**src/ttip_pkg.sv**
```systemverilog
// Package for the text-to-integer parser: parse phases, character codes,
// per-string state record and character classification functions.
// No dependencies.
package ttip_pkg;

	// Longest string position tracked; position counter saturates here
	localparam int MaxLen = 4096;
	localparam int PosW   = $clog2(MaxLen + 1);
	localparam int ValW   = 64;
	localparam int RadW   = 6;

	// Configuration register indexes
	localparam logic CfgBaseSelect = 1'b0;
	localparam logic CfgSignedMode = 1'b1;

	// Radix values
	localparam logic [RadW-1:0] RadixOct = RadW'(8);
	localparam logic [RadW-1:0] RadixDec = RadW'(10);
	localparam logic [RadW-1:0] RadixHex = RadW'(16);
	localparam logic [RadW-1:0] RadixMax = RadW'(36);
	localparam logic [RadW-1:0] RadixOne = RadW'(1);
	// digit value of a non-digit character
	localparam logic [RadW-1:0] DigitNone = RadW'(36);

	// Character codes
	localparam logic [7:0] ChZero  = 8'h30;
	localparam logic [7:0] ChNine  = 8'h39;
	localparam logic [7:0] ChUpA   = 8'h41;
	localparam logic [7:0] ChUpZ   = 8'h5A;
	localparam logic [7:0] ChLowA  = 8'h61;
	localparam logic [7:0] ChLowZ  = 8'h7A;
	localparam logic [7:0] ChUpX   = 8'h58;
	localparam logic [7:0] ChLowX  = 8'h78;
	localparam logic [7:0] ChPlus  = 8'h2B;
	localparam logic [7:0] ChMinus = 8'h2D;
	localparam logic [7:0] ChSpace = 8'h20;
	localparam logic [7:0] ChTab   = 8'h09;
	localparam logic [7:0] ChCr    = 8'h0D;
	// offsets that map letters onto digit values 10..35
	localparam logic [7:0] OffUpper = 8'h37;
	localparam logic [7:0] OffLower = 8'h57;

	// Parse phase, one-hot
	typedef enum logic [5:0] {
		PH_SPACE  = 6'b000001,
		PH_FIRST  = 6'b000010,
		PH_ZERO   = 6'b000100,
		PH_AFTERX = 6'b001000,
		PH_DIGITS = 6'b010000,
		PH_DONE   = 6'b100000
	} phase_t;

	// Per-string parse state
	typedef struct packed {
		phase_t            phase;
		logic [ValW-1:0]   acc;
		logic              neg;
		logic [RadW-1:0]   radix;
		logic              any;
		logic [PosW-1:0]   pos;
		logic [PosW-1:0]   end_pos;
	} ttip_state_t;

	localparam ttip_state_t StateReset = '{
		phase:   PH_SPACE,
		acc:     '0,
		neg:     1'b0,
		radix:   '0,
		any:     1'b0,
		pos:     '0,
		end_pos: '0
	};

	// Space, tab, newline, vertical tab, form feed, carriage return
	function automatic logic is_blank(input logic [7:0] c);
		return (c == ChSpace) || ((c >= ChTab) && (c <= ChCr));
	endfunction

	// Digit value 0..35, DigitNone for anything else
	function automatic logic [RadW-1:0] digit_value(input logic [7:0] c);
		logic [RadW-1:0] v;
		case (c) inside
			[ChZero:ChNine]: v = RadW'(c - ChZero);
			[ChUpA:ChUpZ]:   v = RadW'(c - OffUpper);
			[ChLowA:ChLowZ]: v = RadW'(c - OffLower);
			default:         v = DigitNone;
		endcase
		return v;
	endfunction

endpackage

```
**src/ttip_step.sv**
```systemverilog
// Next-state logic of the parser for one character: phase decisions and the
// single multiply-add that folds a digit into the accumulator.
// Depends on ttip_pkg.
module ttip_step
	import ttip_pkg::*;
(
	input  ttip_state_t       cur,
	input  logic [7:0]        char_code,
	input  logic [RadW-1:0]   base_select,
	input  logic              signed_mode,
	output ttip_state_t       nxt
);

	logic [RadW-1:0] dv;
	logic            in_range;
	logic            base_bad;
	logic            zero_lead;
	logic            opening;
	logic            is_sign;
	logic [RadW-1:0] first_radix;
	logic [RadW-1:0] use_radix;
	logic            digit_ok;
	logic [ValW-1:0] acc_mac;
	logic [PosW-1:0] pos_inc;

	assign dv       = digit_value(char_code);
	assign in_range = cur.pos < PosW'(MaxLen);
	assign pos_inc  = cur.pos + PosW'(1);
	assign is_sign  = (char_code == ChPlus) || (char_code == ChMinus);

	// First non-blank, non-sign character picks the radix
	assign base_bad    = (base_select == RadixOne) || (base_select > RadixMax);
	assign zero_lead   = ((base_select == '0) || (base_select == RadixHex))
		&& (char_code == ChZero) && in_range;
	assign first_radix = (base_select == '0) ? RadixDec : base_select;
	assign opening     = (cur.phase == PH_SPACE) || (cur.phase == PH_FIRST);

	// Shared digit path: accumulator is zero while still opening
	assign use_radix = opening ? first_radix : cur.radix;
	assign digit_ok  = in_range && (dv < use_radix);
	assign acc_mac   = ValW'(cur.acc * ValW'(use_radix)) + ValW'(dv);

	always_comb begin
		nxt = cur;
		case (cur.phase)
			PH_SPACE, PH_FIRST: begin
				if ((cur.phase == PH_SPACE) && is_blank(char_code)) begin
					nxt.phase = PH_SPACE;
				end else if ((cur.phase == PH_SPACE) && signed_mode && is_sign) begin
					nxt.neg   = (char_code == ChMinus);
					nxt.phase = PH_FIRST;
				end else if (base_bad) begin
					nxt.phase = PH_DONE;
				end else if (zero_lead) begin
					nxt.radix   = (base_select == '0) ? RadixOct : RadixHex;
					nxt.any     = 1'b1;
					nxt.acc     = '0;
					nxt.end_pos = pos_inc;
					nxt.phase   = PH_ZERO;
				end else begin
					nxt.radix = first_radix;
					if (digit_ok) begin
						nxt.acc     = acc_mac;
						nxt.any     = 1'b1;
						nxt.end_pos = pos_inc;
						nxt.phase   = PH_DIGITS;
					end else begin
						nxt.phase = PH_DONE;
					end
				end
			end
			PH_ZERO, PH_AFTERX, PH_DIGITS: begin
				if ((cur.phase == PH_ZERO) && in_range
					&& ((char_code == ChLowX) || (char_code == ChUpX))) begin
					nxt.radix = RadixHex;
					nxt.phase = PH_AFTERX;
				end else if (digit_ok) begin
					nxt.acc     = acc_mac;
					nxt.any     = 1'b1;
					nxt.end_pos = pos_inc;
					nxt.phase   = PH_DIGITS;
				end else begin
					nxt.phase = PH_DONE;
				end
			end
			default: begin
				nxt.phase = PH_DONE;
			end
		endcase

		// position counter saturates at the length limit
		if (in_range) begin
			nxt.pos = pos_inc;
		end
	end

endmodule

```
**src/text_to_integer_parser.sv**
```systemverilog
// Top level of the streaming text-to-integer parser: input register, parse
// state, configuration registers and the result register.
// Depends on ttip_pkg and ttip_step.
//
//  channel | direction | payload                          | beats
//  --------+-----------+----------------------------------+---------------------
//  in      | to block  | char_code, last_char             | one per character
//  out     | from block| value, digits_found, end_offset  | one per last_char
//  cfg     | to block  | cfg_index, cfg_data              | write on cfg_we
//
// One character beat per cycle while in_stall is low. A beat is registered,
// then folded into the parse state through one 64x6 multiply-add; a last_char
// beat loads the result register in that same cycle.
// Reset clears the parse state, configuration and valid flags.
// in_stall rises only while a last_char beat waits behind an unaccepted result.
module text_to_integer_parser
	import ttip_pkg::*;
(
	input  logic              clk,
	input  logic              arst_n,
	input  logic              in_valid,
	output logic              in_stall,
	input  logic [7:0]        char_code,
	input  logic              last_char,
	output logic              out_valid,
	input  logic              out_stall,
	output logic [ValW-1:0]   value,
	output logic              digits_found,
	output logic [PosW-1:0]   end_offset,
	input  logic              cfg_we,
	input  logic              cfg_index,
	input  logic [RadW-1:0]   cfg_data
);

	logic [RadW-1:0] base_q;
	logic            signed_q;
	logic            valid_s1;
	logic [7:0]      char_s1;
	logic            last_s1;
	logic            advance;
	ttip_state_t     state_q;
	ttip_state_t     state_nxt;
	logic            out_valid_q;
	logic [ValW-1:0] acc_q;
	logic            neg_q;
	logic            any_q;
	logic [PosW-1:0] end_q;

	// Configuration registers
	always_ff @(posedge clk or negedge arst_n) begin
		if (!arst_n) begin
			base_q   <= '0;
			signed_q <= 1'b0;
		end else if (cfg_we) begin
			case (cfg_index)
				CfgBaseSelect: base_q   <= cfg_data;
				CfgSignedMode: signed_q <= cfg_data[0];
				default:       base_q   <= base_q;
			endcase
		end
	end

	// Stage 1 holds only when its closing beat cannot reach the result register
	assign advance  = !(valid_s1 && last_s1 && out_valid_q && out_stall);
	assign in_stall = !advance;

	always_ff @(posedge clk or negedge arst_n) begin
		if (!arst_n) begin
			valid_s1 <= 1'b0;
		end else if (advance) begin
			valid_s1 <= in_valid;
		end
	end

	always_ff @(posedge clk) begin
		if (advance) begin
			char_s1 <= char_code;
			last_s1 <= last_char;
		end
	end

	// Next parse state for the registered character
	ttip_step u_step (
		.cur         (state_q),
		.char_code   (char_s1),
		.base_select (base_q),
		.signed_mode (signed_q),
		.nxt         (state_nxt)
	);

	// Parse state; back to reset once a string closes
	always_ff @(posedge clk or negedge arst_n) begin
		if (!arst_n) begin
			state_q <= StateReset;
		end else if (valid_s1 && advance) begin
			state_q <= last_s1 ? StateReset : state_nxt;
		end
	end

	// Result register
	always_ff @(posedge clk or negedge arst_n) begin
		if (!arst_n) begin
			out_valid_q <= 1'b0;
		end else if (valid_s1 && last_s1 && advance) begin
			out_valid_q <= 1'b1;
		end else if (!out_stall) begin
			out_valid_q <= 1'b0;
		end
	end

	always_ff @(posedge clk) begin
		if (valid_s1 && last_s1 && advance) begin
			acc_q <= state_nxt.acc;
			neg_q <= state_nxt.neg;
			any_q <= state_nxt.any;
			end_q <= state_nxt.end_pos;
		end
	end

	// Sign applied on the way out
	assign out_valid    = out_valid_q;
	assign value        = neg_q ? (ValW'(0) - acc_q) : acc_q;
	assign digits_found = any_q;
	assign end_offset   = any_q ? end_q : '0;

endmodule

```
**config.mk**
```make
export PLATFORM = sky130hd
export DESIGN_NAME = text_to_integer_parser
export DESIGN_NICKNAME = d
export VERILOG_FILES = /design/src/ttip_pkg.sv /design/src/ttip_step.sv /design/src/text_to_integer_parser.sv
export SDC_FILE = /design/constraint.sdc
export NUM_CORES = 1
export LEC_CHECK = 0
export ABC_CLOCK_PERIOD_IN_PS = 14000
export BUFFER_PORTS_ARGS = -buffer_cell sky130_fd_sc_hd__buf_4
export CORE_MARGIN = 8
export CORE_UTILIZATION = 55
export DETAILED_ROUTE_END_ITERATION = 8
export PLACE_DENSITY = 0.72
export SYNTH_ARGS = -nofsm -noshare
export SYNTH_HDL_FRONTEND = slang
export SYNTH_SLANG_ARGS = --single-unit
```
**constraint.sdc**
```tcl
create_clock -name clk -period 14 [get_ports clk]
set_clock_uncertainty 0.1 [all_clocks]
set_input_delay 0 -clock clk [delete_from_list [all_inputs] [get_ports clk]]
set_output_delay 0 -clock clk [all_outputs]
set_load 0.01 [all_outputs]
```
==> results.md <==
Synthesis:
- The flip-flop and latch count after synthesis is 201.
- The count of warnings emitted by yosys is 0.
- The synthesized netlist devotes 21.0% of its cell area to simple gates.
- The mapped netlist covers 22,800 µm².
- Synthesis instantiated 82 different standard cells from the library.
- Synthesis produced 2,425 cells.
- By area, the combinational part of the netlist is dominated by adder cells.
- The synthesized net count is 2,830.
- The number of enable-type register cells in the synthesized netlist is 88.
- The most used flip-flop cell after synthesis is sky130_fd_sc_hd__dfrtp_1.
- After synthesis, the mean cell area works out to 9.41 µm².
- The fraction of registers with async set or reset after synthesis is 56.2%.
- The xor-xnor portion of the synthesized cell area is 5.22%.
- Sequential cells were found to cover 24.0% of the synthesized design area.
- Summing the areas of all compound-gate instances in the mapped netlist gives 16.5% of the synthesized area.
- After Yosys synthesis, full adders, half adders and majority gates account for 29.0% of the synthesized area.
- Of the post-synthesis cell area, the part taken by muxes is 0.806%.

STA:
- The aggregate negative setup slack is 0 ps.
- The final worst hold slack is 36.0 ps.
- Setup repair after global routing left no endpoint under its margin.
- The final worst slack is 5460 ps.
- The highest clock frequency the design can meet is 0.117 GHz.
- The worst-margin pin slew is 1230 ps.
- The max-slew violation count came to 0.
- The worst path uses 61.0% of the clock period.
- The number of failing hold endpoints at the final stage is 0.
- Setup violations remaining at the end of the flow were counted as 0.
- Measured against its own limit, the worst slew margin works out to 17.7%.
- The smallest clock period supported by the final layout is computed as 8540 ps.

Floorplanning:
- The number of cell rows is 74.
- The x dimension of the die is 220 µm.
- For this configuration, the core starts out at a cell density of 55.8%.
- The die covers 48,300 µm².
- In this run the count of I/O pins placed on the die edge is 101.
- The core region is 40,900 µm².
- Measured along the y axis, the die boundary spans 220 µm.

Worst setup path:
- The number of buffers and inverters on the critical path is 4.
- Of all nets on the critical path, the largest fanout is 60.
- The startpoint type of the worst setup path is a flip-flop.
- The library cell contributing the largest single delay on the critical path is sky130_fd_sc_hd__a2111oi_1.
- STA puts the critical path data required time at 14,190 ps.
- The cell family contributing the most delay on the critical path is compound AO/OA/AOI/OAI gates.
- The largest single stage delay on the critical path is 780 ps.
- Traced cell by cell, the critical path runs through or4_1 > nand2b_1 > mux2_2 > buf_4 > nand2_1 > fa_1 > fa_1 > inv_1 > fa_1 > inv_1 > fa_1 > inv_1 > ha_1 > o211ai_1 > o211ai_1 > a41oi_1 > a2111oi_1 > o211ai_1 > a21oi_1 > a21boi_0 > mux2i_1 > o21ai_1.
- The data arrival time at the worst-slack endpoint is 8730 ps.
- The critical path is of the reg -> reg type.
- STA classifies the critical path endpoint as a flip-flop.
- The most numerous cell type found on the critical path is sky130_fd_sc_hd__fa_1.

Drt:
- The per-cell via count in the routed design is 6.28.
- Signal routing reaches up to met4.
- The total length of routed met3 wires is 5.04 mm.
- The detail route stage leaves a number of antenna-violating nets equal to 0.
- After detailed routing, the average wire length per cell comes to 21.7 µm.
- The number of iterations in the first detailed-routing pass is 6.
- The violation count after the first detailed-routing iteration is 1,668.
- The detailed-route wire length is 65.7 mm.
- The wire length on met1 is 27.0 mm.
- Detailed routing inserted a total of 19,000 vias.
- The length of routed met2 wiring is 30.9 mm.
- The remaining routing DRC violations is 0.

Cells and area:
- The library cell used most frequently in the layout, excluding fill and tap cells, is sky130_fd_sc_hd__and2_1.
- The net count of the finished layout is 2,883.
- The register area is 5470 µm².
- The fraction of layout cells with a size suffix above 1 is 8.06%.
- The top cell types in the final layout, fill and taps aside, are 358 x sky130_fd_sc_hd__and2_1, 265 x sky130_fd_sc_hd__nand2_1, 240 x sky130_fd_sc_hd__fa_1.
- The multi-input combinational cell area is 16,600 µm².
- From synthesis to final layout, the design area changed by 9.46%.
- The filler cell count is 3,447.
- The utilization after layout is 61.0%.
- The finished layout holds 3,026 standard cells, fillers aside.
- With fillers left out, the area of the finished cells amounts to 25,000 µm².

Placement:
- The HPWL after detailed placement is 48.8 mm.
- The routability congestion estimate is 0.944.
- In this run, placement finished with an instance count of 2,958.
- At the placement stage, the worst setup path has a slack of 5490 ps.
- The post-placement cell area is 23,900 µm².
- The count of buffers from port buffering is 100.

Power and ir drop:
- The maximum resistive drop on vdd is 0.0783 mV.
- The completed layout was analyzed and its total power is 1.75 mW.
- The power density over the cells is 69.9 nW/µm².
- The total leakage power is 11.7 nW.

Clock network:
- CTS built an H-tree with a depth of 1.
- Clock-pin slew was measured on the worst setup and hold paths at 70 ps.
- In this run, post-CTS repair resized a total of 0 instances.
- The longest clock path from root to sink contains 3 buffers.
- TritonCTS built the clock tree.
- The hold-fix buffer count after cts is 27.
- The tree is rooted in a sky130_fd_sc_hd__clkbuf_16.
- The clock latency of the later-clocked register in the worst-skew pair is 540 ps.
- The post-CTS setup buffer count is 0.
- For this design, the sink count on the clock tree is 201.
- The number of buffers inserted during clock tree synthesis is 22.

Global routing:
- The via count of the first global-routing pass is 19,600.
- Entering global routing, the biggest net connects 64 pins.
- Global routing used 27.6% of the available tracks across all layers.
- The number of antenna violations at the first check in global routing is 1.
- The global-route wire length before repair is 107 mm.
- The total overflow reported by the global router is 0.

Status:
- The run finished with clean final reports.

Run:
- The number of maximum-capacitance violations is 0.

Worst hold path:
- The min-delay analysis places its worst path in the category in -> async.
[cell usage after synthesis, drive strengths merged (12+ instances only)]
cell type / n / area (µm²)
ha: 144 / 1800
and3: 12 / 75.1
nor3: 30 / 155
nand2: 267 / 1010
o21ai: 156 / 785
fa: 240 / 4800
o211ai: 15 / 113
edfxtp: 88 / 2640
or3: 13 / 81.3
xnor2: 99 / 867
nor2: 103 / 387
dfrtp: 112 / 2800
nand2b: 17 / 106
inv: 77 / 289
clkbuf: 106 / 398
and2: 358 / 2240
nand4: 27 / 169
a22o: 63 / 552
a21o: 36 / 270
nand3: 30 / 150
nor4: 13 / 81.3
a21oi: 134 / 682
o21a: 15 / 113
buf: 19 / 114
o31ai: 35 / 263
xor2: 37 / 324
a211oi: 14 / 105
[cell families after synthesis]
kind of cell | Yosys count
simple gates | 917
compound gates | 568
fa+ha+maj | 384
mux | 17
buf+inv | 202
xor+xnor | 136
flops | 201
[registers in the layout (all words and copies together) (netlist names)]
| register | count |
|---|---|
| state_q | 104 |
| acc_q | 64 |
| neg_q | 1 |
| digits_found | 1 |
| last_s1 | 1 |
| out_valid | 1 |
| char_s1 | 8 |
| base_q | 6 |
| end_q | 13 |
| valid_s1 | 1 |
| signed_q | 1 |
[path summary, 6_finish.rpt]
| check | start | to | slack (ps) | depth (start not counted) |
|---|---|---|---|---|
| max | state_q[102] | acc_q[56] | 5460 | 22 |
| min | arst_n | state_q[8] | 40 | 2 |
| max reg2reg | state_q[102] | acc_q[56] | 5460 | 22 |
| min reg2reg | state_q[3] | state_q[3] | 380 | 2 |
| max in group asynchronous | arst_n | state_q[74] | 12420 | 3 |
| min in group clk | char_code[1] | char_s1[1] | 80 | 2 |
[per-layer routing]
metal / up-vias / global-route usage, %
met4: 0 / 11.4
met1: 9444 / 36.9
met2: 838 / 45.1
met5: - / 0
li1: 8545 / -
met3: 162 / 3.39
[power breakdown]
part / internal, mW / switching, mW / leakage [nW]
clock: 0.356 / 0.263 / 0.358
sequential: 0.648 / 0.0349 / 2.41
combinational: 0.131 / 0.313 / 8.96
[worst register-to-register path: stages (launching register included)]
cell	delay (ps)
sky130_fd_sc_hd__dfrtp_1	430
sky130_fd_sc_hd__or4_1	570
sky130_fd_sc_hd__nand2b_1	430
sky130_fd_sc_hd__mux2_2	340
sky130_fd_sc_hd__buf_4	510
sky130_fd_sc_hd__nand2_1	200
sky130_fd_sc_hd__fa_1	540
sky130_fd_sc_hd__fa_1	570
sky130_fd_sc_hd__inv_1	70
sky130_fd_sc_hd__fa_1	540
sky130_fd_sc_hd__inv_1	60
sky130_fd_sc_hd__fa_1	540
sky130_fd_sc_hd__inv_1	40
sky130_fd_sc_hd__ha_1	340
sky130_fd_sc_hd__o211ai_1	120
sky130_fd_sc_hd__o211ai_1	270
sky130_fd_sc_hd__a41oi_1	280
sky130_fd_sc_hd__a2111oi_1	780
sky130_fd_sc_hd__o211ai_1	240
sky130_fd_sc_hd__a21oi_1	590
sky130_fd_sc_hd__a21boi_0	370
sky130_fd_sc_hd__mux2i_1	270
sky130_fd_sc_hd__o21ai_1	90
[layout make-up]
cell class	instances	share of cell area [%]
antenna	1	0.0100
clock buffer	25	2.33
clock inverter	14	0.676
inverter	77	1.16
multi-input combinational	2022	66.4
sequential	201	21.9
tap	532	2.67
timing repair buffer	154	4.89
Power figures use the tool's default switching activity.
